File: src/design/hss_pkg.sv
package hss_pkg;

    // Item operation codes
    localparam logic [1:0] OP_EVENT  = 2'd0;
    localparam logic [1:0] OP_POLL   = 2'd1;
    localparam logic [1:0] OP_REINIT = 2'd2;
    localparam logic [1:0] OP_SPARE  = 2'd3;  // unused, behaves as a poll

    // Register indexes (byte address = 4 * index)
    localparam logic [2:0] REG_ACTIVE_LOW = 3'd0;
    localparam logic [2:0] REG_POLES      = 3'd1;
    localparam logic [2:0] REG_GEAR       = 3'd2;
    localparam logic [2:0] REG_WHEEL      = 3'd3;
    localparam logic [2:0] REG_TIMEOUT    = 3'd4;

    localparam int unsigned ADDR_W = 5;

    // Arithmetic constants
    localparam logic [63:0] NUM_RPM = 64'd10000000;  // 60 s * 1e6 us / 6 steps
    localparam logic [25:0] K_KMH   = 26'd39321600;  // 600 * 2^16
    localparam logic [26:0] K_MMS   = 27'd128000000;
    localparam logic [24:0] PI_Q23  = 25'd26353589;  // pi, unsigned Q.23
    localparam logic [23:0] SAT24   = 24'hFFFFFF;

    // Divider job select
    typedef enum logic [1:0] {
        SEL_RPM = 2'd0,
        SEL_KMH = 2'd1,
        SEL_MMS = 2'd2
    } div_sel_t;

    typedef struct packed {
        logic        active_low;
        logic [7:0]  motor_poles;
        logic [15:0] gear_q8;
        logic [11:0] wheel_mm;
        logic [31:0] timeout_us;
    } cfg_t;

    // Controller to datapath
    typedef struct packed {
        logic     accept;
        logic     mul1;
        logic     mul2;
        logic     div_load;
        logic     div_step;
        div_sel_t sel;
        logic     load_out;
    } cmd_t;

    // Datapath to controller
    typedef struct packed {
        logic div_last;
    } sts_t;

endpackage

File: src/design/hss_dp.sv
module hss_dp (
    input  logic          clk,
    input  logic          rst_n,
    input  hss_pkg::cmd_t cmd,
    output hss_pkg::sts_t sts,
    input  hss_pkg::cfg_t cfg,
    input  logic [1:0]    op,
    input  logic          level_a,
    input  logic          level_b,
    input  logic          level_c,
    input  logic [31:0]   now_us,
    output logic [2:0]    hall_mask,
    output logic          has_transition,
    output logic [31:0]   period_us,
    output logic [31:0]   last_transition_us,
    output logic [31:0]   age_us,
    output logic [23:0]   motor_rpm,
    output logic [23:0]   speed_kmh_q8,
    output logic [23:0]   speed_mm_per_s,
    output logic [31:0]   count_ok,
    output logic [31:0]   count_bad_state,
    output logic [31:0]   count_bad_jump,
    output logic [31:0]   count_events
);
    import hss_pkg::*;

    // Measurement state
    logic [2:0]  mask_reg;
    logic        valid_reg;
    logic [31:0] period_reg, last_reg;
    logic [31:0] ok_reg, bs_reg, bj_reg, ev_reg;

    // Working registers
    logic [31:0] now_reg, age_reg;
    logic        live_reg, spd_ok_reg;
    logic [38:0] pt_reg;
    logic [36:0] dpi_reg;
    logic [54:0] den_reg;
    logic [62:0] nk_reg;
    logic [63:0] nm_reg;
    logic [23:0] rpm_reg, kmh_reg, mms_reg;

    // Divider
    logic [63:0] num_reg, dvs_reg, rem_reg;
    logic [5:0]  cnt_reg;
    logic [64:0] trial, diffv;
    logic        ge;
    logic [63:0] q_next;

    // Output registers
    logic [2:0]  o_mask_reg;
    logic        o_valid_reg;
    logic [31:0] o_period_reg, o_last_reg, o_age_reg;
    logic [23:0] o_rpm_reg, o_kmh_reg, o_mms_reg;
    logic [31:0] o_ok_reg, o_bs_reg, o_bj_reg, o_ev_reg;

    logic [2:0]  cur;
    logic [2:0]  diff;
    logic        bad_state, one_step;
    logic [6:0]  pp;
    logic [38:0] pt_next;
    logic [36:0] dpi_next;
    logic [54:0] den_next;
    logic [62:0] nk_next;
    logic [63:0] nm_next;
    logic [23:0] sat_int, sat_q23;

    assign cur       = {level_c, level_b, level_a} ^ {3{cfg.active_low}};
    assign diff      = cur ^ mask_reg;
    assign bad_state = (cur == mask_reg) || (cur == 3'd0) || (cur == 3'd7);
    assign one_step  = (diff == 3'b001) || (diff == 3'b010) || (diff == 3'b100);
    assign pp        = cfg.motor_poles[7:1];

    // Classification and statistics
    always_ff @(posedge clk or negedge rst_n)
    begin
        if (!rst_n)
        begin
            mask_reg   <= 3'd0;
            valid_reg  <= 1'b0;
            period_reg <= 32'd0;
            last_reg   <= 32'd0;
            ok_reg     <= 32'd0;
            bs_reg     <= 32'd0;
            bj_reg     <= 32'd0;
            ev_reg     <= 32'd0;
        end
        else if (cmd.accept)
        begin
            case (op)
                OP_EVENT:
                begin
                    ev_reg   <= ev_reg + 32'd1;
                    mask_reg <= cur;
                    if (bad_state)
                        bs_reg <= bs_reg + 32'd1;
                    else if (!one_step)
                        bj_reg <= bj_reg + 32'd1;
                    else
                    begin
                        if (last_reg != 32'd0)
                        begin
                            period_reg <= now_us - last_reg;
                            valid_reg  <= 1'b1;
                            ok_reg     <= ok_reg + 32'd1;
                        end
                        last_reg <= now_us;
                    end
                end
                OP_REINIT:
                begin
                    mask_reg   <= cur;
                    valid_reg  <= 1'b0;
                    period_reg <= 32'd0;
                    last_reg   <= 32'd0;
                    ok_reg     <= 32'd0;
                    bs_reg     <= 32'd0;
                    bj_reg     <= 32'd0;
                    ev_reg     <= 32'd0;
                end
                default: ;
            endcase
        end
    end

    // Products: one multiply per operand path per cycle
    assign pt_next  = 39'(period_reg) * 39'(pp);
    assign dpi_next = 37'(cfg.wheel_mm) * 37'(PI_Q23);
    assign den_next = 55'(pt_reg) * 55'(cfg.gear_q8);
    assign nk_next  = 63'(dpi_reg) * 63'(K_KMH);
    assign nm_next  = 64'(dpi_reg) * 64'(K_MMS);

    always_ff @(posedge clk)
    begin
        if (cmd.accept)
            now_reg <= now_us;
        if (cmd.mul1)
        begin
            age_reg <= (last_reg != 32'd0) ? (now_reg - last_reg) : 32'd0;
            pt_reg  <= pt_next;
            dpi_reg <= dpi_next;
        end
        if (cmd.mul2)
        begin
            live_reg   <= valid_reg && (age_reg <= cfg.timeout_us) &&
                          (period_reg != 32'd0) && (pp != 7'd0);
            spd_ok_reg <= (cfg.gear_q8 != 16'd0) && (cfg.wheel_mm != 12'd0);
            den_reg    <= den_next;
            nk_reg     <= nk_next;
            nm_reg     <= nm_next;
        end
    end

    // Restoring divider, one quotient bit a cycle
    assign trial  = {rem_reg, num_reg[63]};
    assign diffv  = trial - {1'b0, dvs_reg};
    assign ge     = ~diffv[64];
    assign q_next = {num_reg[62:0], ge};
    assign sts.div_last = (cnt_reg == 6'd63);

    assign sat_int = (q_next[63:24] != 40'd0) ? SAT24 : q_next[23:0];
    assign sat_q23 = (q_next[63:47] != 17'd0) ? SAT24 : q_next[46:23];

    always_ff @(posedge clk)
    begin
        if (cmd.div_load)
        begin
            rem_reg <= 64'd0;
            cnt_reg <= 6'd0;
            case (cmd.sel)
                SEL_RPM:
                begin
                    num_reg <= NUM_RPM;
                    dvs_reg <= 64'(pt_reg);
                end
                SEL_KMH:
                begin
                    num_reg <= 64'(nk_reg);
                    dvs_reg <= 64'(den_reg);
                end
                default:
                begin
                    num_reg <= nm_reg;
                    dvs_reg <= 64'(den_reg) + {8'd0, den_reg, 1'b0};
                end
            endcase
        end
        else if (cmd.div_step)
        begin
            rem_reg <= ge ? diffv[63:0] : trial[63:0];
            num_reg <= q_next;
            cnt_reg <= cnt_reg + 6'd1;
            if (sts.div_last)
            begin
                case (cmd.sel)
                    SEL_RPM: rpm_reg <= sat_int;
                    SEL_KMH: kmh_reg <= sat_q23;
                    default: mms_reg <= sat_q23;
                endcase
            end
        end
    end

    // Result snapshot
    always_ff @(posedge clk)
    begin
        if (cmd.load_out)
        begin
            o_mask_reg   <= mask_reg;
            o_valid_reg  <= valid_reg;
            o_period_reg <= period_reg;
            o_last_reg   <= last_reg;
            o_age_reg    <= age_reg;
            o_rpm_reg    <= live_reg ? rpm_reg : 24'd0;
            o_kmh_reg    <= (live_reg && spd_ok_reg) ? kmh_reg : 24'd0;
            o_mms_reg    <= (live_reg && spd_ok_reg) ? mms_reg : 24'd0;
            o_ok_reg     <= ok_reg;
            o_bs_reg     <= bs_reg;
            o_bj_reg     <= bj_reg;
            o_ev_reg     <= ev_reg;
        end
    end

    assign hall_mask          = o_mask_reg;
    assign has_transition     = o_valid_reg;
    assign period_us          = o_period_reg;
    assign last_transition_us = o_last_reg;
    assign age_us             = o_age_reg;
    assign motor_rpm          = o_rpm_reg;
    assign speed_kmh_q8       = o_kmh_reg;
    assign speed_mm_per_s     = o_mms_reg;
    assign count_ok           = o_ok_reg;
    assign count_bad_state    = o_bs_reg;
    assign count_bad_jump     = o_bj_reg;
    assign count_events       = o_ev_reg;

endmodule

File: config.mk
export PLATFORM = sky130hd
export DESIGN_NAME = hss_dp
export DESIGN_NICKNAME = d
export VERILOG_FILES = /design/src/design/hss_pkg.sv /design/src/design/hss_dp.sv
export SDC_FILE = /design/constraint.sdc
export NUM_CORES = 2
export LEC_CHECK = 0
export ABC_AREA = 0
export BUFFER_PORTS_ARGS = -buffer_cell sky130_fd_sc_hd__clkbuf_2
export CAP_MARGIN = 15
export CORE_MARGIN = 3
export CORE_UTILIZATION = 39
export CTS_CLUSTER_DIAMETER = 50
export CTS_CLUSTER_SIZE = 25
export DETAILED_ROUTE_END_ITERATION = 16
export HOLD_SLACK_MARGIN = 0.02
export PLACE_DENSITY = 0.62
export SLEW_MARGIN = 20
export SYNTH_ARGS = -nofsm -noshare
export SYNTH_HDL_FRONTEND = slang
export SYNTH_SLANG_ARGS = --single-unit
File: constraint.sdc
create_clock -name clk -period 18.8 [get_ports clk]
set_input_delay 1.88 -clock clk [delete_from_list [all_inputs] [get_ports clk]]
set_output_delay 1.88 -clock clk [all_outputs]
set_load 0.1 [all_outputs]
Yosys cells after proc, flatten, opt, wreduce, memory -nomap -nowiden
Cells that the tools add are included.
- output and inout bits: 301
- input bits: 116
- register bits after elaboration: 1058
- word-level logic and storage cells: 128
- $lt $le $gt $ge: 1
- $add $sub $neg: 9
- reductions and logical operators: 32
- multiplexer cells: 27
- bitwise logic cells: 5
- multipliers: 5
- eq/ne operators: 13
- operators with widths (kind ; count):
    32-bit one-hot mux with 2 select lines ; 6
    32-bit two-way mux ; 11
    64-bit two-way mux ; 3
    32-bit by 1-bit adder with 32-bit output (second input constant) ; 4
    64-bit one-hot mux with 2 select lines ; 1
    57-bit one-hot mux with 2 select lines ; 1
    65-bit by 64-bit subtractor with 65-bit output ; 1
    32-bit nonzero test ; 2
    32-bit subtractor ; 2
    55-bit by 56-bit adder with 57-bit output ; 1
    39-bit by 16-bit multiplier with 55-bit output ; 1
    37-bit by 14-bit multiplier with 51-bit output (second input constant) ; 1
    37-bit by 7-bit multiplier with 44-bit output (second input constant) ; 1
    40-bit nonzero test ; 1
    32-bit by 7-bit multiplier with 39-bit output ; 1
    12-bit by 25-bit multiplier with 37-bit output (second input constant) ; 1
    32-bit less-or-equal comparator ; 1
    24-bit two-way mux ; 1
    4-bit AND reduction ; 5
    17-bit nonzero test ; 1
    16-bit nonzero test ; 1
    12-bit nonzero test ; 1
    2-bit inequality test (second input constant) ; 5
    7-bit nonzero test ; 1
    21 further kinds ; 38

Logic depth before layout (Yosys ltp)
- depth after elaboration: 8
- mapped depth: 27
- mapped depth without buffers: 25

Least setup slack after synthesis
OpenSTA, ideal clock, no wires.
- path type: input -> register
- start: in cfg[53] (netlist bit)
- end: reg den_reg[53] (data pin)
- setup time: 0.259 ns
- data required time: 18.541 ns
- path slack: 10.882 ns
- data arrival time: 7.658 ns
- stages on the path: 26
- buffers on the path: 2
- path through: clkbuf_1 nand2_1 fa_1 inv_1 fa_1 inv_1 fa_1 inv_1 fa_1 fa_1 inv_1 fa_1 inv_1 ha_1 clkbuf_1 nand2_1 nor2_1 nand3_1 o211ai_1 a22oi_1 o21ai_1 a221o_1 nand2_1 a31oi_1 a41oi_1 xnor2_1
- longest elaborated chain between the ends: 1
- RTL lines (what ; RTL line ; RTL):
    start, declared ; hss_dp.sv:6 ; input hss_pkg::cfg_t cfg,
    39-bit by 16-bit multiplier with 55-bit output ; hss_dp.sv:129 ; assign den_next = 55'(pt_reg) * 55'(cfg.gear_q8);
    via den_next[53] ; hss_dp.sv:63 ; logic [54:0] den_next;
    end signal, assigned ; hss_dp.sv:148 ; den_reg <= den_next;
    end, declared ; hss_dp.sv:38 ; logic [54:0] den_reg;
The timed path passes the listed nets, and every way through them passes these cells.
A chain may end at the register's enable or synchronous reset.

Worst setup path after layout
- start: in cfg[58] (netlist bit)
- end: reg den_reg[48] (data pin)
The elaborated chain is that of the path after synthesis.

==> run summary <==
status - finished, final reports clean
placed cell area - 97,690 sq um
mux share of post-synthesis cell area - 0.5146%
syn_area_per_cell - 9.993 sq um
Crit Path Max Fanout - 40
Tcrit/Tclk final - 46.22%
depth of the CTS H-tree - 3
Post-synth ARST share - 18.67%
Synth Cell Area - 92,640 sq um
unrepaired setup endpoints after global routing - no
post-synthesis adder-cell area fraction - 31.50%
Core Util, Final - 43.30%
proportion of layout cells with a drive suffix above 1 - 8.074%
largest family of logic cells by synthesized area - adder cells
number of max-cap violations - 0
CTS Sinks - 1,050
startpoint types - input pin
CTS tree - built
Final Instance Area - 102,100 sq um
post-synthesis cell type count - 95
Reg-to-Reg End - den_reg[53]$_DFFE_PP_
total number of vias - 66,530
Yosys warnings - 0
Port Buf Inserts - 415
clk_lat worst skew - 0.78 ns
most frequent cells in the layout - inv_1, nand2_1, fa_1
routability cong. - 0.9227
Seq/Total Area, Yosys - 32.22%
Hold WC Path Type - reg -> reg
largest net degree at the start of global routing - 126
Reg clk slew, reported paths - 0.08 ns
classification of the worst setup path - in -> reg
drt pass-1 iters - 6
vias per cell - 5.216
Detail Route Antenna Nets - 0
# hold bufs at CTS - 0
WHS Path Cells - 2
CORE AREA - 235,900 sq um
Setup Skew - 0.07856 ns
clk root buf - clkbuf_16
DIE WIDTH - 493.4 um
Worst Tran Pin Value - 1.155 ns
DR WL/cell - 18.77 um
Final Hold Fails - 0
hold_sp - rem_reg[40]$_SDFFE_PP0P_
Cells after DPL - 12,500
Core Rows - 178
top_reg_cell synth - edfxtp_1
post-synthesis xor/xnor area fraction - 4.321%
Final Critical Period - 8.690 ns
area grow syn2layout - 10.25%
Max Slew Vio Count - 0
HPWL reported at the end of detailed placement - 182.2 mm
Min-Delay Endpoint - rem_reg[41]$_SDFFE_PP0P_
r2r setup slk - 11.06 ns
Slew HR - 22.26%
Overall Global Routing Usage - 19.62%
Seq cells post-synth - 1,050
Worst Path Required - 19.26 ns
IO Pins - 417
fraction of the mapped netlist area in simple logic gates - 12.59%
drc violations - 0
Max Fclk - 115.1 MHz
syn nets - 11,130
endpoint type of the worst setup path - flip-flop
vias in the first global route - 68,830
Die Height - 493.4 um
dominant cells by area after synthesis - edfxtp_1, fa_1, ha_1
Total Wirelength - 239.4 mm
leading cell type in the layout, fill and taps excluded - inv_1
full die area - 243,400 sq um
Initial Util - 39.28%
Synth top area share - 25.41%
clk buf depth - 3
post-cts resize count - 0
total CTS buffers - 121
Reg-to-Reg Start - pt_reg[6]$_DFFE_PP_
Iteration-0 DRC Markers - 4,270
EDFF count, synth - 784
Synth Area in Compound Gates - 11.05%
first-pass GRT wire length - 383.6 mm
post-synth top area cell - edfxtp_1
reg2reg path depth - 24
Nets - 11,340
Congestion Overflow GR - 0
endpoints failing setup - 0
antenna violations before repair - 26
Post-Layout Cell Count - 12,750
Synth Instances - 9,270
setup_tns - 0 ns
# Post-CTS Setup Buffers - 0
arrival time worst endpoint - 9.15 ns
-- synthesized netlist by cell type (all sizes together), types with 108 or more instances --
master,instances
inv,1534
nand2,1024
fa,980
edfxtp,784
ha,764
a21oi,475
nor2,452
o21ai,357
clkbuf,325
and2,286
xnor2,266
a21o,245
dfrtp,196
xor2,191
nand3,136
and3,108
-- per-stage QoR --
step / setup slack, ns / hold WS, ns
floorplan: 10.88 / 0.4231
global placement: 9.371 / 0.4411
detailed placement: 9.401 / 0.4438
CTS: 10.21 / 0.4454
global route: 9.900 / 0.4758
finish: 10.11 / 0.4398
-- worst max path at each step --
stage / cells past startpoint / from / endpoint / slack (ns)
6_report: 22 / cfg[58] / den_reg[48]$_DFFE_PP_ / 10.11
5_1_grt: 22 / cfg[58] / den_reg[48]$_DFFE_PP_ / 9.90
4_1_cts: 22 / cfg[59] / den_reg[48]$_DFFE_PP_ / 10.21
3_5_place_dp: 22 / cfg[59] / den_reg[52]$_DFFE_PP_ / 9.40
3_3_place_gp: 23 / cfg[47] / den_reg[48]$_DFFE_PP_ / 9.37
2_1_floorplan: 26 / cfg[53] / den_reg[53]$_DFFE_PP_ / 10.88
-- final cells by class --
cell class                 count  area [sq um]
antenna                       18         45.04
clock buffer                 129          3099
clock inverter               102          1277
fill                       22420        133700
inverter                    1534          5758
multi-input combinational   6304         55640
sequential                  1050         29850
tap                         3150          3941
timing repair buffer         467          2519
-- cells by family after synthesis --
group / Yosys count
AND/OR/NAND/NOR: 2473
buffers and inverters: 1916
adder cells (fa/ha/maj): 1744
AO/OA/AOI/OAI: 1583
flip-flops: 1050
XOR/XNOR: 457
multiplexers: 47
-- layer usage --
layer / vias up / GRT usage, % / part of all wire [%]
met1: 33050 / 26.14 / 43
met5: - / 0 / 0.032
met2: 1957 / 32.51 / 47
met4: 10 / 5.370 / 2.8
met3: 410 / 3.921 / 6.8
li1: 31100 / - / -
-- critical path, stage by stage --
cell	delay (ns)
clkbuf_2	0.58
and2_1	0.45
fa_1	0.50
fa_1	0.52
fa_1	0.52
fa_1	0.53
fa_1	0.55
inv_1	0.06
fa_1	0.57
inv_1	0.05
ha_1	0.35
a21oi_1	0.27
o21a_1	0.23
o21ai_0	0.12
a221o_1	0.30
a41oi_1	0.57
nor4b_1	0.13
nor3_1	0.30
nor3_1	0.13
nand2b_1	0.19
a31oi_1	0.21
xnor2_1	0.09
Power is not shown: default switching activity piles up to over one toggle a cycle in this logic, so the estimate is an artifact.
