$ cat config.mk
export PLATFORM = sky130hd
export DESIGN_NAME = hss_regs
export DESIGN_NICKNAME = d
export VERILOG_FILES = /design/src/design/hss_pkg.sv /design/src/design/hss_regs.sv
export SDC_FILE = /design/constraint.sdc
export NUM_CORES = 1
export LEC_CHECK = 0
export ABC_AREA = 1
export BUFFER_PORTS_ARGS = -buffer_cell sky130_fd_sc_hd__buf_4
export CAP_MARGIN = 20
export CORE_MARGIN = 2
export CORE_UTILIZATION = 30
export DETAILED_ROUTE_END_ITERATION = 7
export GPL_ROUTABILITY_DRIVEN = 0
export PLACE_DENSITY_LB_ADDON = 0.15
export SETUP_SLACK_MARGIN = 0.05
export SLEW_MARGIN = 20
export SYNTH_ARGS = -nofsm -noshare
export SYNTH_HDL_FRONTEND = slang
export SYNTH_SLANG_ARGS = --single-unit
$ cat constraint.sdc
create_clock -name clk -period 1.6 [get_ports clk]
set_input_delay 0.08 -clock clk [delete_from_list [all_inputs] [get_ports clk]]
set_output_delay 0.08 -clock clk [all_outputs]
set_load 0.005 [all_outputs]
$ cat src/design/hss_pkg.sv
package hss_pkg;

    // Item operation codes
    localparam logic [1:0] OP_EVENT  = 2'd0;
    localparam logic [1:0] OP_POLL   = 2'd1;
    localparam logic [1:0] OP_REINIT = 2'd2;
    localparam logic [1:0] OP_SPARE  = 2'd3;  // unused, behaves as a poll

    // Register indexes (byte address = 4 * index)
    localparam logic [2:0] REG_ACTIVE_LOW = 3'd0;
    localparam logic [2:0] REG_POLES      = 3'd1;
    localparam logic [2:0] REG_GEAR       = 3'd2;
    localparam logic [2:0] REG_WHEEL      = 3'd3;
    localparam logic [2:0] REG_TIMEOUT    = 3'd4;

    localparam int unsigned ADDR_W = 5;

    // Arithmetic constants
    localparam logic [63:0] NUM_RPM = 64'd10000000;  // 60 s * 1e6 us / 6 steps
    localparam logic [25:0] K_KMH   = 26'd39321600;  // 600 * 2^16
    localparam logic [26:0] K_MMS   = 27'd128000000;
    localparam logic [24:0] PI_Q23  = 25'd26353589;  // pi, unsigned Q.23
    localparam logic [23:0] SAT24   = 24'hFFFFFF;

    // Divider job select
    typedef enum logic [1:0] {
        SEL_RPM = 2'd0,
        SEL_KMH = 2'd1,
        SEL_MMS = 2'd2
    } div_sel_t;

    typedef struct packed {
        logic        active_low;
        logic [7:0]  motor_poles;
        logic [15:0] gear_q8;
        logic [11:0] wheel_mm;
        logic [31:0] timeout_us;
    } cfg_t;

    // Controller to datapath
    typedef struct packed {
        logic     accept;
        logic     mul1;
        logic     mul2;
        logic     div_load;
        logic     div_step;
        div_sel_t sel;
        logic     load_out;
    } cmd_t;

    // Datapath to controller
    typedef struct packed {
        logic div_last;
    } sts_t;

endpackage

$ cat src/design/hss_regs.sv
module hss_regs (
    input  logic                        clk,
    input  logic                        rst_n,
    input  logic                        psel,
    input  logic                        penable,
    input  logic                        pwrite,
    input  logic [hss_pkg::ADDR_W-1:0]  paddr,
    input  logic [31:0]                 pwdata,
    output logic [31:0]                 prdata,
    output logic                        pready,
    output hss_pkg::cfg_t               cfg
);
    import hss_pkg::*;

    cfg_t cfg_reg;
    logic wr_en;

    assign pready = 1'b1;
    assign wr_en  = psel & penable & pwrite;
    assign cfg    = cfg_reg;

    // Register writes
    always_ff @(posedge clk or negedge rst_n)
    begin
        if (!rst_n)
        begin
            cfg_reg.active_low  <= 1'b0;
            cfg_reg.motor_poles <= 8'd2;
            cfg_reg.gear_q8     <= 16'd256;
            cfg_reg.wheel_mm    <= 12'd500;
            cfg_reg.timeout_us  <= 32'd500000;
        end
        else if (wr_en)
        begin
            case (paddr[4:2])
                REG_ACTIVE_LOW: cfg_reg.active_low  <= pwdata[0];
                REG_POLES:      cfg_reg.motor_poles <= pwdata[7:0];
                REG_GEAR:       cfg_reg.gear_q8     <= pwdata[15:0];
                REG_WHEEL:      cfg_reg.wheel_mm    <= pwdata[11:0];
                REG_TIMEOUT:    cfg_reg.timeout_us  <= pwdata;
                default:        ;
            endcase
        end
    end

    // Read back
    always_comb
    begin
        case (paddr[4:2])
            REG_ACTIVE_LOW: prdata = {31'd0, cfg_reg.active_low};
            REG_POLES:      prdata = {24'd0, cfg_reg.motor_poles};
            REG_GEAR:       prdata = {16'd0, cfg_reg.gear_q8};
            REG_WHEEL:      prdata = {20'd0, cfg_reg.wheel_mm};
            REG_TIMEOUT:    prdata = cfg_reg.timeout_us;
            default:        prdata = 32'd0;
        endcase
    end

endmodule

Yosys cells after proc, flatten, opt, wreduce, memory -nomap -nowiden
Index checks and enable logic that the tools add are counted.
W data, S select, Z words.
- logic and storage cells: 18
- RAM bits: 0
- input bits: 42
- ROM bits: 0
- register bits: 69
- memories: 0
- bits in latches: 0
- div/mod/pow operators: 0
- shift operators: 0
- multipliers: 0
- mux-type cells: 1
- $lt $le $gt $ge: 0
- equal/unequal tests: 4
- reduce and logical (&&, ||, !) cells: 6
- $add $sub $neg: 0
- bitwise operators: 2
- operators by type and width (cell ; count):
    $pmux W32 S5 ; 1
    $reduce_and A2 Y1 ; 5
    $eq A3 B2 Y1 const B ; 2
    $eq A3 B1 Y1 const B ; 1
    $eq A3 B3 Y1 const B ; 1
    $logic_not A3 Y1 ; 1
    $and A1 B1 Y1 ; 2

Depth between registers and ports, before layout
Gate-level depths: netlist (run 1).
- depth after elaboration: 3
- depth in mapped cells: 8
- gate-level depth less buffers: 7

Least setup slack after synthesis (run 1)
OpenSTA, ideal clock, no wires.
- path kind: input to register
- start: in pwrite
- end: reg cfg_reg (netlist bit cfg[48])
- setup time: 0.117 ns
- stages on the path: 8
- slack: 0.604 ns
- arrival time: 0.878 ns
- cell sequence: nand3_1 -> buf_4 -> inv_2 -> buf_4 -> nand2_4 -> buf_6 -> nand2_1 -> o21ai_2
- longest elaborated chain between the ends: 2
- RTL lines (item ; RTL line ; RTL):
    start: declaration ; hss_regs.sv:6 ; input logic pwrite,
    $and A1 B1 Y1 ; hss_regs.sv:19 ; assign wr_en = psel & penable & pwrite;
    $reduce_and A2 Y1 (no line) ; n/a ;
    end: declaration ; hss_regs.sv:15 ; cfg_t cfg_reg;
No other way between the ends.
A chain may end at the register's enable or synchronous reset.

Final worst setup path (run 1)
- start: reg cfg_reg (netlist bit cfg[39])
- end: out prdata[7]
- longest elaborated chain between the ends: 1
- RTL lines (item ; RTL line ; RTL):
    $pmux W32 S5 ; hss_regs.sv:49 ; case (paddr[4:2])
    end: declaration ; hss_regs.sv:9 ; output logic [31:0] prdata,
No other way between the ends.

==> results of run 1 <==
## power breakdown
| group | switching (mW) | internal, mW |
|---|---|---|
| Clock | 0.715 | 1.36 |
| Combinational | 0.622 | 0.805 |
| Sequential | 0.273 | 2.17 |
| Total | 1.61 | 4.33 |
## path summary, 6_finish.rpt
kind | from | endpoint | slack (ns) | cells after the start
worst max-delay path | cfg[39]$_DFFE_PN1P_ | prdata[7] | 0.20 | 5
worst min-delay path | paddr[2] | cfg[68]$_DFFE_PN0P_ | 0.17 | 4
worst max register to register | cfg[17]$_DFFE_PN1P_ | cfg[17]$_DFFE_PN1P_ | 0.75 | 2
worst min register to register | cfg[52]$_DFFE_PN1P_ | cfg[52]$_DFFE_PN1P_ | 0.47 | 2
max in group asynchronous | rst_n | cfg[61]$_DFFE_PN1P_ | 0.71 | 3
min in group asynchronous | rst_n | cfg[48]$_DFFE_PN0P_ | 0.24 | 2
## critical path: cells and delay by family, from the launching register on
family | cells | cell delay [ns]
flip-flops | 1 | 0.54
AO/OA/AOI/OAI | 1 | 0.11
AND/OR/NAND/NOR | 2 | 0.16
buffers and inverters | 2 | 0.18
## layout by cell type, fill, tap and decap left out, types with 2 or more instances in the layout
| master | n |
|---|---|
| nor2_4 | 3 |
| o21ai_1 | 18 |
| bufinv_16 | 2 |
| nand3_1 | 15 |
| o21ai_2 | 8 |
| dlygate4sd3_1 | 33 |
| clkbuf_1 | 2 |
| inv_2 | 3 |
| nand4_1 | 16 |
| nor2_1 | 18 |
| dfstp_2 | 15 |
| buf_4 | 147 |
| o21ai_0 | 48 |
| inv_1 | 55 |
| clkbuf_16 | 9 |
| nand2_4 | 2 |
| clkinv_2 | 3 |
| dfrtp_1 | 54 |
| nand2_1 | 132 |
| buf_12 | 2 |
## through the flow
step | setup slack [ns] | cells | power, mW | utilization, % | hold WS [ns]
floorplan | 0.6042 | 417 | 2.908 | - | -0.2156
global placement | 0.3308 | 682 | 3.823 | 41.49 | 0.05170
detailed placement | 0.3208 | 682 | 3.846 | 41.49 | 0.05550
CTS | 0.1923 | 731 | 6.024 | 47.32 | 0.1623
global route | 0.09662 | 731 | 6.305 | 47.32 | 0.1987
finish | 0.2030 | 731 | 5.938 | 47.32 | 0.1704
## layout make-up
cell class | instances | area, µm²
inverters | 59 | 224.0
fillers | 1108 | 5761
clock buffers | 11 | 232.7
well taps | 140 | 175.2
multi-input cells | 265 | 1249
clock inverters | 5 | 75.07
flip-flops and latches | 69 | 1745
repair buffers | 182 | 1474
## kinds of logic after synthesis
family	after synthesis
buffers and inverters	83
AO/OA/AOI/OAI	74
AND/OR/NAND/NOR	190
other	1
flip-flops	69
## cells in the mapped netlist (3+ instances only)
master,n,area [µm²]
clkbuf_1,4,15.01
nor2_4,3,33.78
o21ai_2,8,70.07
buf_4,4,30.03
inv_2,3,11.26
nor2_1,18,67.56
buf_6,7,78.83
buf_2,8,40.04
nand4_1,16,100.1
o21ai_1,18,90.09
nand3_1,15,75.07
nand2_1,132,495.5
dfrtp_1,54,1351
dfstp_2,15,394.1
o21ai_0,48,240.2
inv_1,55,206.5
## layer usage
layer | up-vias | share of wire, %
li1 | 1647 | -
met1 | 1521 | 46
met2 | 106 | 46
met3 | 14 | 7.1
met4 | 0 | 1.4
met5 | - | 0
## repair_timing
action / 4_1_cts / 5_1_grt
resized for setup: 0 / 0
endpoints found under the setup margin: 0 / 0
hold endpoints to repair: 72 / 0
hold buffers: 33 / 0
==> out/qor.yml, run 1 <==
outcome: "finished clean"
setup_viol: 0
finalClockSkew_ns: 0
period_minus_slack_ns: 1.397
synth_cell_types: 24
ys_seq_elements: 69
cts_buffers: 9
core-area_um2: 10940
cp-end-kind: "output port"
syn-cell-area_um2: 3387
arrival_ns: 1.32
avgViaCountPerCell: 4.498
tns_ns: 0
rows: 38
overflow: 0
cts_tree: "built"
synth_area_per_cell_um2: 8.122
synth_simple_gate_area_share_pct: 24.94
cp_slowest_cell: "dfstp_2"
clk_path_buf_depth: 2
avgRoutedWirePerCell_um: 13.65
drt-pass1-iter-count: 4
place_area_um2: 4537
antenna_found_initial: 0
synth_fa_ha_area_share_pct: 0
synthCells: 417
use_met1_pct: 21.71
die-area_um2: 12160
grt_first_pass_wirelength_mm: 15.90
synth_compound_area_share_pct: 11.82
max_cap_viol_count: 0
drive_gt1_share_pct: 33.67
grt_pass1_vias: 3276
peakVddDrop_mv: 0.4445
drt_drc_violations_left: 0
synth_warnings: 0
wirelength_mm: 9.975
grt.busiest_layer: "met2"
finalCritPeriodShare_pct: 87.31
fmax_mhz: 715.8
vias: 3288
hold_path.class: "input pin to register"
synth.area.mux_share_pct: 0
start_util_pct: 30.97
seq_area_frac_synth_pct: 51.53
h-tree-depth: 3
place_hpwl_mm: 7.074
post_cts_buffers: 0
synthXorXnorAreaFrac_pct: 0
io_pins: 144
worstPathCellList: "nand4_1, o21ai_0, inv_1, nand2_1, buf_4"
grt.met3_usage_pct: 4.527
largest_register_ffs: 69
clockRootBuffer: "clkbuf_16"
clk_transition_reported_paths_ns: 0.05
ant_nets: 0
p_per_area_nw_per_um2: 1147
grt_util_met2_pct: 27.52
crit_fanout: 3
final_hold_viol_count: 0
clock_latency_ns: 0.32
diodes: 0
drt-initial-drc-count: 140
crit_required_ns: 1.52
synth_nets: 459
cts.sinks: 69
fin_nets: 628
synth_top_family_by_area: "simple AND/OR/NAND/NOR gates"
area_delta_synth_final_pct: 52.79
die_w_um: 110.3
cpPeakStageDelay_ns: 0.54
worstSetupStartpointType: "register"
fin_area_um2: 5175
worstSetupPathType: "register to output port"
p_leak_nw: 2.695
ys_async_sr_fraction_pct: 100.0
grt_max_degree: 39
synthFlopType: "dfrtp_1"
maxSlewViolCount: 0
port_buffers: 140
grt_setup_unrepaired: "no"
synth_edf_count: 0
fp.dieH_um: 110.3
grtUsageTotal_pct: 16.91
No activity file was read; power rests on OpenSTA's default activity.
==> inputs of run 2 (changes only) <==
clock period = 1.4 ns   (was 1.6 ns; I/O delays follow)
==> run 2 against run 1 <==
Die area stayed put. Sequential share of layout area hardly changed. Via count is 1.1% higher. Sequential power is 14% higher. Utilization hardly changed.
==> out/qor.yml, run 2 (synthesized netlist as in run 1, its figures left out) <==
outcome: "finished clean"
worstSetupStartpointType: "register"
drt-pass1-iter-count: 4  # unchanged
h-tree-depth: 3  # unchanged
clkPwrFrac_pct: 30.8  # -4.1 points
fp.dieH_um: 110.3  # unchanged
comb_power_share_pct: 26.1  # +2.1 points
final_hold_viol_count: 0  # unchanged
avgRoutedWirePerCell_um: 13.83  # +1.4%
place_area_um2: 4572  # +0.77%
core-area_um2: 10940  # unchanged
die-area_um2: 12160  # unchanged
drt-initial-drc-count: 149  # +6.4%
drt_drc_violations_left: 0  # unchanged
overflow: 0  # unchanged
p_per_area_nw_per_um2: 1242  # +8.2%
most-common-layout-cells: "152 x buf_4, 132 x nand2_1, 55 x inv_1"
grt_pass1_vias: 3359  # +2.5%
max_cap_viol_count: 0  # unchanged
clk_transition_reported_paths_ns: 0.06  # about the same
antenna_found_initial: 0  # unchanged
switchingPower_mw: 1.818  # +13%
intPower_mw: 4.614  # +6.6%
dp_slack_ns: 0.1283  # -0.1925 ns
port_buffers: 140  # unchanged
crit_required_ns: 1.33  # -0.19 ns
setup_slack_ns: 0.04539  # -0.1576 ns
ff_latch_area_um2: 1745  # unchanged
arrival_ns: 1.28  # -0.04 ns
grt_first_pass_wirelength_mm: 16.58  # +4.3%
die_w_um: 110.3  # unchanged
vias: 3323  # +1.1%
fillers: 1087  # -1.9%
fin_area_um2: 5180  # about the same
seqPwrFrac_pct: 43.2  # +2.1 points
maxSlewViolCount: 0  # unchanged
rows: 38  # unchanged
multiInputGateArea_um2: 1249  # unchanged
finalCritPeriodShare_pct: 96.76
fmax_mhz: 738.2
cts_tree: "built"
io_pins: 144  # unchanged
finalClockSkew_ns: 0  # unchanged
wirelength_mm: 10.19  # +2.2%
layout_commonest_cell: "buf_4"
grt_setup_unrepaired: "yes"
switching_share_pct: 28.27  # +1.2 points
diodes: 0  # unchanged
period_minus_slack_ns: 1.355
avgViaCountPerCell: 4.509  # +0.24%
fin_nets: 634  # +0.96%
start_util_pct: 30.97  # unchanged
clock_latency_ns: 0.32  # about the same
setup_viol: 0  # unchanged
cp-end-kind: "output port"
clk_path_buf_depth: 2  # unchanged
worstSetupPathType: "register to output port"
crit_fanout: 3  # unchanged
ant_nets: 0  # unchanged
clockRootBuffer: "clkbuf_16"
grtUsageTotal_pct: 17.54  # +0.64 points
hold_path.class: "input pin to register"
cts_buffers: 9  # unchanged
largest_register_ffs: 69  # unchanged
peakVddDrop_mv: 0.6385  # +44%
cts.sinks: 69  # unchanged
place_hpwl_mm: 7.299  # +3.2%
grt_max_degree: 35  # -10%
area_delta_synth_final_pct: 52.94  # about the same
drive_gt1_share_pct: 34.00  # +0.33 points
p_leak_nw: 2.706  # +0.39%
## run 2: final timing paths
check                      cells after the start           startpoint             endpoint  slack (ns)
min in group asynchronous                      2                rst_n  cfg[48]$_DFFE_PN0P_        0.20
hold reg to reg                                2  cfg[52]$_DFFE_PN1P_  cfg[52]$_DFFE_PN1P_        0.48
setup reg to reg                               2   cfg[5]$_DFFE_PN1P_   cfg[5]$_DFFE_PN1P_        0.58
setup / recovery                               5  cfg[38]$_DFFE_PN1P_            prdata[6]        0.05
hold / removal                                 4             paddr[3]  cfg[68]$_DFFE_PN0P_        0.14
max in group asynchronous                      3                rst_n  cfg[61]$_DFFE_PN1P_        0.61
## run 2: stage by stage
| step | total power [mW] | cells | util, % | hold slack [ns] | TNS [ns] |
|---|---|---|---|---|---|
| global route | 6.855 | 737 | 47.37 | 0.1682 | -0.07918 |
| detailed placement | 4.410 | 685 | 41.81 | -0.01733 | 0 |
| CTS | 6.516 | 737 | 47.37 | 0.1376 | 0 |
| global placement | 4.380 | 685 | 41.81 | -0.01642 | 0 |
| finish | 6.431 | 737 | 47.37 | 0.1445 | 0 |
| floorplan | 3.324 | 417 | - | -0.2256 | 0 |
## run 2: power by group through the flow
stage | registers, mW | logic, mW | clock network [mW]
after floorplan | 2.79 | 0.537 | 0
after global placement | 2.81 | 1.57 | 0
after detailed placement | 2.81 | 1.60 | 0
after CTS | 2.78 | 1.71 | 2.03
after global routing | 2.84 | 1.90 | 2.12
final | 2.78 | 1.68 | 1.98
## run 2: per-layer routing
layer / wire length [µm] / up-vias / global-route usage [%]
li1: - / 1661 / -
met1: 4637 / 1545 / 23.01
met2: 4751 / 113 / 28.75
met3: 749 / 4 / 4.350
met4: 56 / 0 / 5.089
met5: 0 / - / 0
## run 2: worst max-delay path, stage by stage, from the launching register on
cell	delay [ns]
dfstp_2	0.55
nand4_1	0.09
o21ai_0	0.09
inv_1	0.07
nand2_1	0.06
buf_4	0.10
## run 2: repair_timing
item	in CTS	in global routing
setup endpoints to repair	3	5
resized for setup	1	1
pin swaps	0	2
setup buffers	3	0
endpoints found under the hold margin	104	0
hold buffers	33	0
## run 2: cell type report
class	instances	share of cell area (%)
sequential	69	33.70
timing repair buffer	188	29.57
multi-input combinational	265	24.11
clock buffer	13	4.638
inverter	59	4.324
tap	140	3.382
clock inverter	3	0.2899
==> inputs of run 3 (changes only) <==
ABC_AREA = default   (was 1)
==> run 3 against run 2 <==
Cell area decreased by 1.9%. Power decreased by 6.3%. Sequential power decreased by 1%. Highest routed layer unchanged. Final cell count decreased by 24%. Routed wire length decreased by 12%.
==> out/qor.yml, run 3 <==
outcome: "finished clean"
whs_ns: 0.1996  # +0.05510 ns
layout_commonest_cell: "buf_4"
maxSlewViolCount: 0  # unchanged
regToRegSetupSlack_ns: 0.47  # -0.11 ns
tns_ns: 0  # unchanged
cts_buffers: 9  # unchanged
synth_nets: 270  # -41%
synthCells: 228  # -45%
synth_warnings: 0  # unchanged
ant_nets: 0  # unchanged
largest_register_ffs: 69  # unchanged
synthTopCellsByCount: "66 x mux2_2, 54 x dfrtp_1, 16 x and2_1"
antenna_found_initial: 0  # unchanged
grt_setup_unrepaired: "yes"
fin_cells: 557  # -24%
port_buffers: 140  # unchanged
r2r_start: "cfg[44]$_DFFE_PN0P_"
cp_slowest_cell: "dfrtp_1"
ff2ff_path_depth: 2  # unchanged
place_hpwl_mm: 6.141  # -16%
fin_area_um2: 5081  # -1.9%
synth_top_family_by_area: "multiplexers"
worstSetupStartpointType: "register"
synth.most_common_cell: "mux2_2"
avgViaCountPerCell: 4.560  # +1.1%
final_hold_viol_count: 0  # unchanged
overflow: 0  # unchanged
grt_max_degree: 70  # +100%
ys_seq_elements: 69  # unchanged
h-tree-depth: 3  # unchanged
cts_tree: "built"
ys_async_sr_fraction_pct: 100.0  # unchanged
synth_fa_ha_area_share_pct: 0  # unchanged
drive_gt1_share_pct: 62.95  # +29 points
dp_cells: 503  # -27%
synth_cell_types: 29  # +21%
crit_required_ns: 1.33  # about the same
most-common-layout-cells: "154 x buf_4, 66 x mux2_2, 54 x dfrtp_1"
max_cap_viol_count: 0  # unchanged
worstHoldStart: "paddr[3]"
fmax_mhz: 735.9  # -0.32%
area_delta_synth_final_pct: 57.65
cpPeakStageDelay_ns: 0.41  # -0.14 ns
hold_path.class: "input pin to register"
io_pins: 144  # unchanged
start_util_pct: 31.08  # +0.11 points
syn-cell-area_um2: 3223  # -4.8%
peakVddDrop_mv: 0.4803  # -25%
p_leak_nw: 2.443  # -9.7%
grt_pass1_vias: 2647  # -21%
rows: 37  # -2.6%
clockRootBuffer: "clkbuf_8"
whs_path_depth: 3  # -1
place_area_um2: 4498  # -1.6%
die-area_um2: 11590  # -4.7%
synth_area_leaders: "dfrtp_1 42%, mux2_2 23%, dfstp_2 12%"
synth.area.mux_share_pct: 28.18  # +28 points
wirelength_mm: 8.995  # -12%
cp-end-kind: "output port"
grt_first_pass_wirelength_mm: 14.03  # -15%
synth_edf_count: 0  # unchanged
setup_viol: 0  # unchanged
clk_transition_reported_paths_ns: 0.07  # about the same
die_w_um: 107.7  # -2.4%
r2r_end: "cfg[44]$_DFFE_PN0P_"
arrival_ns: 1.29  # about the same
fillers: 933  # -14%
vias: 2540  # -24%
synth_top_area_share_pct: 41.93  # +2.0 points
crit_fanout: 3  # unchanged
drt_drc_violations_left: 0  # unchanged
drt-initial-drc-count: 58  # -61%
finalClockSkew_ns: 0  # unchanged
synthFlopType: "dfrtp_1"
fin_nets: 458  # -28%
clock_latency_ns: 0.33  # about the same
period_minus_slack_ns: 1.359  # +0.004282 ns
hold_end: "cfg[68]$_DFFE_PN0P_"
fp.dieH_um: 107.7  # -2.4%
finalCritPeriodShare_pct: 97.06  # +0.31 points
avgRoutedWirePerCell_um: 16.15  # +17%
p_per_area_nw_per_um2: 1186  # -4.4%
synth_area_per_cell_um2: 14.14  # +74%
core-area_um2: 10370  # -5.2%
synth_simple_gate_area_share_pct: 8.773  # -16 points
synthXorXnorAreaFrac_pct: 0  # unchanged
worstSetupPathType: "register to output port"
drt-pass1-iter-count: 4  # unchanged
clk_path_buf_depth: 2  # unchanged
seq_area_frac_synth_pct: 54.15  # +2.6 points
cts.sinks: 69  # unchanged
synth_compound_area_share_pct: 5.008  # -6.8 points
yosysTopAreaCell: "dfrtp_1"
diodes: 0  # unchanged
grtUsageTotal_pct: 15.87  # -1.7 points
worstPathCellList: "mux2_2, nand2_1, nand3_2, buf_6"
==> run 3: logic make-up after synthesis <==
family	after synthesis
other cells	1
mux	82
buf+inv	16
compound gates	22
flops	69
simple gates	38
==> run 3: per-stage QoR <==
step / setup WS, ns / utilization (%) / total power [mW]
after detailed placement: 0.08314 / 43.38 / 4.329
after CTS: 0.005004 / 48.84 / 6.126
after global routing: -0.05330 / 49.00 / 6.413
after global placement: 0.1076 / 43.38 / 4.299
final: 0.04111 / 49.00 / 6.028
after floorplan: 0.2321 / - / 3.311
==> run 3: cell type report <==
cell class | count | area, µm² | share of cell area [%]
multi-input cells | 143 | 1366 | 26.89
well taps | 136 | 170.2 | 3.349
clock inverters | 5 | 60.06 | 1.182
flip-flops and latches | 69 | 1745 | 34.35
clock buffers | 11 | 141.4 | 2.783
repair buffers | 193 | 1598 | 31.45
==> run 3: power by group <==
part	internal, mW	switching, mW
combinational	1.09	0.553
sequential	2.45	0.298
clock	0.875	0.766
==> run 3: per-layer routing <==
metal | track usage [%] | up-vias | routed length, µm
met1 | 19.07 | 1272 | 3694
li1 | - | 1197 | -
met5 | 0 | - | 0
met2 | 28.17 | 64 | 4799
met3 | 3.087 | 7 | 404
met4 | 5.495 | 0 | 97
==> run 3: what timing repair did <==
action / in CTS / in global routing
pin swaps: 3 / 3
gates resized for setup: 1 / 2
setup endpoints to repair: 4 / 7
buffers inserted: 4 / 1
hold endpoints to repair: 122 / 0
hold buffers: 33 / 0
==> run 3: critical path, delay by kind of cell, from the launching register on <==
family,cells,cell delay [ns]
buffers and inverters,1,0.12
flip-flops,1,0.41
multiplexers,1,0.26
AND/OR/NAND/NOR,2,0.17
==> run 3: how the worst max path moves through the flow <==
stage | from | cells after the start | end | slack [ns]
3_3_place_gp | paddr[2] | 5 | cfg[19]$_DFFE_PN0P_ | 0.11
4_1_cts | cfg[44]$_DFFE_PN0P_ | 4 | prdata[0] | 0.005
3_5_place_dp | paddr[2] | 5 | cfg[31]$_DFFE_PN0P_ | 0.08
6_report | cfg[60]$_DFFE_PN0P_ | 4 | prdata[0] | 0.04
5_1_grt | cfg[44]$_DFFE_PN0P_ | 4 | prdata[0] | -0.05
2_1_floorplan | paddr[4] | 5 | cfg[45]$_DFFE_PN0P_ | 0.23
